## src/design/assert_macros.svh

```systemverilog
// Assertion macros used by the frame store datapath.
// Defining NO_ASSERTIONS turns every macro into an empty statement.
`ifndef ASSERT_MACROS_SVH
`define ASSERT_MACROS_SVH
`ifndef NO_ASSERTIONS
`define ASSERT_HOLDS(label, clk, rst, prop) \
  label: assert property (@(posedge clk) disable iff (rst) prop) \
    else $error("assertion failed: property does not hold");
`define ASSERT_NEVER(label, clk, rst, cond) \
  label: assert property (@(posedge clk) disable iff (rst) !(cond)) \
    else $error("assertion failed: forbidden condition seen");
`else
`define ASSERT_HOLDS(label, clk, rst, prop)
`define ASSERT_NEVER(label, clk, rst, cond)
`endif
`endif

```

## src/design/mdfs_pkg.sv

```systemverilog
// Package for the monochrome display frame store: geometry, stream codes,
// controller states and the command and status structs. No dependencies.
`default_nettype none

package mdfs_pkg;

  localparam int COLUMNS    = 128;
  localparam int PAGES      = 8;
  localparam int ROWS       = PAGES * 8;
  localparam int DEPTH      = COLUMNS * PAGES;
  localparam int STREAM_LEN = COLUMNS + 3;

  localparam int COL_W  = $clog2(COLUMNS);
  localparam int ROW_W  = $clog2(ROWS);
  localparam int PAGE_W = $clog2(PAGES);
  localparam int ADDR_W = $clog2(DEPTH);
  localparam int POS_W  = $clog2(STREAM_LEN);

  localparam int CFG_W  = 4;
  localparam int BYTE_W = 8;
  localparam int ITEM_W = 24;

  localparam logic [7:0] CMD_PAGE_BASE = 8'hB0;
  localparam logic [7:0] CMD_COL_HIGH  = 8'h10;

  // Byte positions inside one page of the stream.
  localparam int POS_PAGE_CMD = 0;
  localparam int POS_COL_LOW  = 1;
  localparam int POS_COL_HIGH = 2;
  localparam int POS_DATA     = 3;

  localparam logic [2:0] KIND_PIXEL   = 3'd0;
  localparam logic [2:0] KIND_BYTE    = 3'd1;
  localparam logic [2:0] KIND_FILL    = 3'd2;
  localparam logic [2:0] KIND_CLEAR   = 3'd3;
  localparam logic [2:0] KIND_REFRESH = 3'd4;

  typedef enum logic [2:0] {
    S_CLEAR,
    S_IDLE,
    S_PIX_WR,
    S_FILL,
    S_STREAM
  } state_t;

  typedef struct packed {
    logic pix_read;
    logic pix_write;
    logic byte_write;
    logic fill_start;
    logic clear_start;
    logic sweep_write;
    logic stream_read;
    logic stream_emit;
  } cmd_t;

  typedef struct packed {
    logic out_free;
    logic sweep_last;
  } status_t;

  function automatic logic [ADDR_W-1:0] store_addr(input logic [PAGE_W-1:0] page,
                                                   input logic [COL_W-1:0] col);
    store_addr = ADDR_W'(page) * ADDR_W'(COLUMNS) + ADDR_W'(col);
  endfunction

endpackage

`default_nettype wire

```

## src/design/mdfs_ctrl.sv

```systemverilog
// Controller state machine of the frame store: accepts items, sequences
// pixel updates, sweeps and stream reads. Depends on mdfs_pkg.
`default_nettype none

module mdfs_ctrl (
  input  wire logic             clk,
  input  wire logic             rst,
  input  wire logic             s_tvalid,
  input  wire logic [2:0]       kind,
  output logic                  s_tready,
  output mdfs_pkg::cmd_t        cmd,
  input  wire mdfs_pkg::status_t status
);

  mdfs_pkg::state_t state, state_next;

  always_ff @(posedge clk) begin
    if (rst) begin
      state <= mdfs_pkg::S_CLEAR;
    end else begin
      state <= state_next;
    end
  end

  always_comb begin
    state_next = state;
    cmd        = '0;
    s_tready   = 1'b0;
    case (state)
      mdfs_pkg::S_CLEAR, mdfs_pkg::S_FILL: begin
        cmd.sweep_write = 1'b1;
        if (status.sweep_last) begin
          state_next = mdfs_pkg::S_IDLE;
        end
      end
      mdfs_pkg::S_IDLE: begin
        s_tready = 1'b1;
        if (s_tvalid) begin
          case (kind)
            mdfs_pkg::KIND_PIXEL: begin
              cmd.pix_read = 1'b1;
              state_next   = mdfs_pkg::S_PIX_WR;
            end
            mdfs_pkg::KIND_BYTE: begin
              cmd.byte_write = 1'b1;
            end
            mdfs_pkg::KIND_FILL: begin
              cmd.fill_start = 1'b1;
              state_next     = mdfs_pkg::S_FILL;
            end
            mdfs_pkg::KIND_CLEAR: begin
              cmd.clear_start = 1'b1;
              state_next      = mdfs_pkg::S_CLEAR;
            end
            mdfs_pkg::KIND_REFRESH: begin
              cmd.stream_read = 1'b1;
              state_next      = mdfs_pkg::S_STREAM;
            end
            default: begin
              // Unused kinds are consumed without effect.
            end
          endcase
        end
      end
      mdfs_pkg::S_PIX_WR: begin
        cmd.pix_write = 1'b1;
        state_next    = mdfs_pkg::S_IDLE;
      end
      mdfs_pkg::S_STREAM: begin
        if (status.out_free) begin
          cmd.stream_emit = 1'b1;
          state_next      = mdfs_pkg::S_IDLE;
        end
      end
      default: begin
        state_next = mdfs_pkg::S_IDLE;
      end
    endcase
  end

endmodule

`default_nettype wire

```

## config.mk

```make
export PLATFORM = sky130hd
export DESIGN_NAME = mdfs_ctrl
export DESIGN_NICKNAME = d
export VERILOG_FILES = /design/src/design/assert_macros.svh /design/src/design/mdfs_pkg.sv /design/src/design/mdfs_ctrl.sv
export SDC_FILE = /design/constraint.sdc
export NUM_CORES = 1
export LEC_CHECK = 0
export BUFFER_PORTS_ARGS = -buffer_cell sky130_fd_sc_hd__clkbuf_2
export CORE_AREA = 4 4 41 43
export DETAILED_ROUTE_END_ITERATION = 12
export DIE_AREA = 0 0 45 47
export PLACE_DENSITY = 0.48
export SLEW_MARGIN = 20
export SYNTH_ARGS = -nofsm -noshare
export SYNTH_HDL_FRONTEND = slang
export SYNTH_SLANG_ARGS = --single-unit
```

## constraint.sdc

```tcl
create_clock -name clk -period 1.4 [get_ports clk]
set_input_delay 0.14 -clock clk [delete_from_list [all_inputs] [get_ports clk]]
set_output_delay 0.14 -clock clk [all_outputs]
set_load 0.005 [all_outputs]
```

==> metrics.txt, run 1 <==
htree depth=1; die extent in x=45 um; vias in the first global route=285; Post-Syn Area per Cell=9.10 sq um; cts bufs inserted=3; post-synth cell types=22; synthesized flop and latch total=3; CTS max path bufs=2; core area=1300 sq um; crit path capture type=output port; R2R Setup Slk=420 ps; CTS tree=done; Synth async-reset ratio=0; cell taking the most area after synthesis=dfxtp_1; EDFF count, synth=0; startpoint class of the critical path=register; Congestion Overflow GR=0; pwr dens=746 nW/um^2; placed cells=60; FP Rows=13; Final Slew Violations=0; upper clock frequency limit=721 MHz; clk slew on worst S/H paths=40 ps; sequential share of the synthesized area=0.227; Final min period=1390 ps; Post-Syn Instances=29; # port buffers=16; Yosys warnings=0; global-route wire length before repair=1140 um; final net count=59; Met1 Wirelength=324 um; NetSw=73.5 uW; outcome=completed; DRT antenna net count=0; max-capacitance violation count=0; CTS Hold Bufs=0; clock root buffer=clkbuf_4; Final Hold Viols=0; P_int=225 uW; Worst VDD drop=0.245 mV; Starting Density=0.203; Worst EP arrival=1250 ps; crit-path max cell delay=380 ps; Clk network pwr share=0.496; Sum Neg Setup Slack=0 ps; share of power burned in registers=0.314; All-Layer GR Usage=0.0766; RSZ-0062 raised after global routing=yes; area grow syn2layout=51.7%; hold crit path type=primary input to register; Commonest cells post-synth=nor2_1, dfxtp_1, nor3b_1; top flop regs=state (3); max FFs per register=3; Slew headroom=0.864; critical path type=register to output port; P_leak=0.000202 uW; Max Used Layer=met3; Comb pwr share=0.190; Top FF cell, synth=dfxtp_1; sw frac=0.246; met2 WL=285 um; Worst Max-Slew Pin Slew=204 ps; CP cell instances=and4bb_4 -> nand2b_4 -> nor3b_2 -> buf_2; cell with the most instances after synthesis=nor2_1; worst path required time=1260 ps; drt initial violations=1; fraction of layout cells with a size suffix above 1=0.640; clk_skew=1.14 ps; endpoints failing setup=0; # DRC=0; Final Non-Filler Cells=65; clk_lat worst skew=230 ps; Fillers=153; initial antenna violation count=0; Largest Register=state; syn_nets=37; Clock Sinks=3; first drt pass iteration count=2; ANT cells=0; GP Congestion=0.675; die area=2120 sq um; top-area cell type share of the netlist area=0.227; pin count of the biggest net entering global routing=8; Via-to-Cell Ratio=4.45; WL met3=62 um; CP max-delay cell=and4bb_4; Post-Syn Area=264 sq um; average wire per standard cell=10.3 um; final WL=672 um; die span in y=47 um; top cells by area, synth=dfxtp_1, nor2_1, and4bb_4, nor3b_1, nand2b_4; crit-path max FO=6; IO Pins=17; vias after detailed routing=289; period utilization=0.991
-- timing repair --
item / in CTS / in global routing
gates resized for setup: 2 / 3
buffers inserted: 1 / 0
endpoints found under the setup margin: 4 / 3
pin swaps: 1 / 1
-- cell families after synthesis --
group                  count (synthesis)  synth area share
XOR/XNOR                               1            0.0332
flip-flops                             3             0.227
AO/OA/AOI/OAI                          4             0.114
multiplexers                           1            0.0379
buffers and inverters                  2            0.0569
AND/OR/NAND/NOR                       18             0.531
-- worst max-delay path: cells and delay by family (launching register included) --
family	cells	cell delay, ps
simple gates	3	590
flops	1	310
buf+inv	1	130
-- metrics by stage --
step	total power [uW]	hold WS, ps	setup WS [ps]	utilization	cell area [sq um]
2_1_floorplan	123	202	288	-	264
3_3_place_gp	151	348	192	0.276	359
3_5_place_dp	150	346	186	0.276	359
4_1_cts	304	104	-5.71	0.304	395
5_1_grt	324	110	-52.7	0.308	400
6_report	299	108	12.7	0.308	400
-- power by group through the flow --
stage	clock network, uW	registers, uW	logic, uW
after floorplan	0	93.9	28.7
after global placement	0	94.7	56.0
after detailed placement	0	94.7	55.6
after CTS	154	93.7	56.7
after global routing	166	94.4	63.9
final	148	93.7	56.8
-- placed cells by master, fill, tap and decap left out, types with 2 or more instances in the layout --
master,synthesis,layout
buf_2,0,2
buf_4,0,2
clkbuf_2,0,14
clkbuf_4,0,3
dfxtp_2,0,2
nor2_1,5,5
nor3b_1,2,2
-- layout make-up --
cell class | count | area [sq um] | share of cell area
multi-input combinational | 24 | 194 | 0.484
timing repair buffer | 18 | 95.1 | 0.238
sequential | 3 | 62.6 | 0.156
clock buffer | 4 | 26.3 | 0.0656
tap | 15 | 18.8 | 0.0469
inverter | 1 | 3.75 | 0.00938
-- worst paths after layout --
kind / start / end / depth (start not counted)
min reg2reg: state[0] / state[2] / 3
max: state[1] / cmd[5] / 4
max reg2reg: state[1] / state[2] / 3
min: rst / state[2] / 2
-- metal layers --
layer	up-vias	track usage
li1	148	-
met1	127	0.0886
met2	14	0.110
met3	0	0.0383
met4	0	0.0526
met5	-	0
Power figures use the tool's default switching activity.
==> run 2: changes to the inputs <==
--- a/config.mk
+++ b/config.mk
@@ -10,6 +10,7 @@
 export DETAILED_ROUTE_END_ITERATION = 12
 export DIE_AREA = 0 0 45 47
 export PLACE_DENSITY = 0.48
+export REMOVE_ABC_BUFFERS = 1
 export SLEW_MARGIN = 20
 export SYNTH_ARGS = -nofsm -noshare
 export SYNTH_HDL_FRONTEND = slang
==> constraint.sdc (replaced) <==
create_clock -name clk -period 1.5 [get_ports clk]
set_input_delay 0.15 -clock clk [delete_from_list [all_inputs] [get_ports clk]]
set_output_delay 0.15 -clock clk [all_outputs]
set_load 0.005 [all_outputs]
==> run 2 against run 1 <==
- non-clock buffer count unchanged
- core utilization down 0.096 points
- sequential power down 7.5%
- clock power down 5%
- power down 7.0%
- global-route usage down 0.63 points
==> metrics.txt, run 2 (synthesized netlist as in run 1, its figures left out) <==
max FFs per register=3 (unchanged); first drt pass iteration count=4 (+2); DRT antenna net count=0 (unchanged); most frequent cells in the layout=clkbuf_2, nor2_1, clkbuf_4; crit path capture type=output port; pin count of the biggest net entering global routing=9 (+1); CTS Hold Bufs=0 (unchanged); fraction of layout cells with a size suffix above 1=0.640 (unchanged); Starting Density=0.203 (unchanged); crit-path max FO=6 (unchanged); Final min period=1440 ps; All-Layer GR Usage=0.0703 (-0.00632); grt met2 use=0.102 (-0.00847); Via-to-Cell Ratio=4.29 (-3.5%); critical path type=register to output port; CTS max path bufs=2 (unchanged); drt initial violations=1 (unchanged); clk_lat worst skew=230 ps (about the same); Worst Max-Slew Pin Slew=232 ps (+28.4 ps); period utilization=0.962; Final Hold Viols=0 (unchanged); die area=2120 sq um (unchanged); area grow syn2layout=51.2%; Worst EP arrival=1290 ps (+40 ps); core area=1300 sq um (unchanged); die extent in x=45 um (unchanged); clk_skew=2.40 ps (+1.26 ps); Worst VDD drop=0.278 mV (+13%); final setup margin=57.3 ps (+44.6 ps); IO Pins=17 (unchanged); GP Congestion=0.669 (-0.96%); die span in y=47 um (unchanged); startpoint class of the critical path=register; Clock Sinks=3 (unchanged); routing usage on met1=0.0795 (-0.00909); post-place setup slack=263 ps (+76.8 ps); initial antenna violation count=0 (unchanged); Slew headroom=0.845 (-0.0189); max-capacitance violation count=0 (unchanged); htree depth=1 (unchanged); global-route wire length before repair=1040 um (-9.1%); most common cell after layout, fill and taps aside=clkbuf_2; hold crit path type=primary input to register; clk slew on worst S/H paths=30 ps (about the same); final WL=655 um (-2.5%); # port buffers=16 (unchanged); outcome=completed; worst path required time=1350 ps (+90 ps); clock root buffer=clkbuf_4; met3 usage in global routing=0.0230 (-0.0153); Sum Neg Setup Slack=0 ps (unchanged); Util after Layout=0.307 (-0.000961); DP HPWL=510 um; cts bufs inserted=3 (unchanged); final net count=59 (unchanged); Congestion Overflow GR=0 (unchanged); RSZ-0062 raised after global routing=yes; endpoints failing setup=0 (unchanged); top flop regs=state (3); P_leak=0.000200 uW (-0.67%); # DRC=0 (unchanged); CTS tree=done; gr busiest metal=met2; FP Rows=13 (unchanged); vias in the first global route=264 (-7.4%); pwr dens=696 nW/um^2 (-6.7%); average wire per standard cell=10.1 um (-2.5%); ANT cells=0 (unchanged); Largest Register=state; upper clock frequency limit=693 MHz; vias after detailed routing=279 (-3.5%); Final Slew Violations=0 (unchanged)
[run 2: final timing paths]
check / from / end / slack (ps) / cells after the start
max: state[2] / cmd[3] / 60 / 3
min reg2reg: state[1] / state[2] / 650 / 3
min: rst / state[2] / 100 / 2
max reg2reg: state[2] / state[2] / 480 / 3
[run 2: layout make-up]
| class | instances | area [sq um] |
|---|---|---|
| Fill cell | 144 | 902 |
| Multi-Input combinational cell | 24 | 189 |
| Timing Repair Buffer | 18 | 95.1 |
| Sequential cell | 3 | 66.3 |
| Clock buffer | 4 | 26.3 |
| Tap cell | 15 | 18.8 |
| Inverter | 1 | 3.75 |
[run 2: where the power goes]
| part | switching [uW] | internal (uW) | total [uW] |
|---|---|---|---|
| combinational | 24.7 | 26.6 | 51.3 |
| sequential | 4.45 | 82.3 | 86.7 |
| clock | 40.2 | 99.6 | 140 |
[run 2: through the flow]
| step | cell area (sq um) | instances | power [uW] | hold WS [ps] |
|---|---|---|---|---|
| floorplan | 253 | 28 | 114 | 212 |
| global placement | 352 | 59 | 141 | 354 |
| detailed placement | 352 | 59 | 140 | 349 |
| CTS | 378 | 63 | 286 | 104 |
| global route | 399 | 65 | 300 | 105 |
| finish | 399 | 65 | 278 | 103 |
[run 2: worst max-delay path, cell delays in order (launching register included)]
cell and delay, ps:
dfxtp_4 340, and4bb_4 390, and4b_2 230, clkbuf_2 110
[run 2: repair_timing]
action / CTS / global route
setup endpoints to repair: 0 / 4
setup buffers: 0 / 2
gates resized for setup: 0 / 5
[run 2: routing by layer]
layer	part of all wire	wire length [um]
met1	0.41	268
met2	0.57	373
met3	0.020	13
met4	0	0
met5	0	0
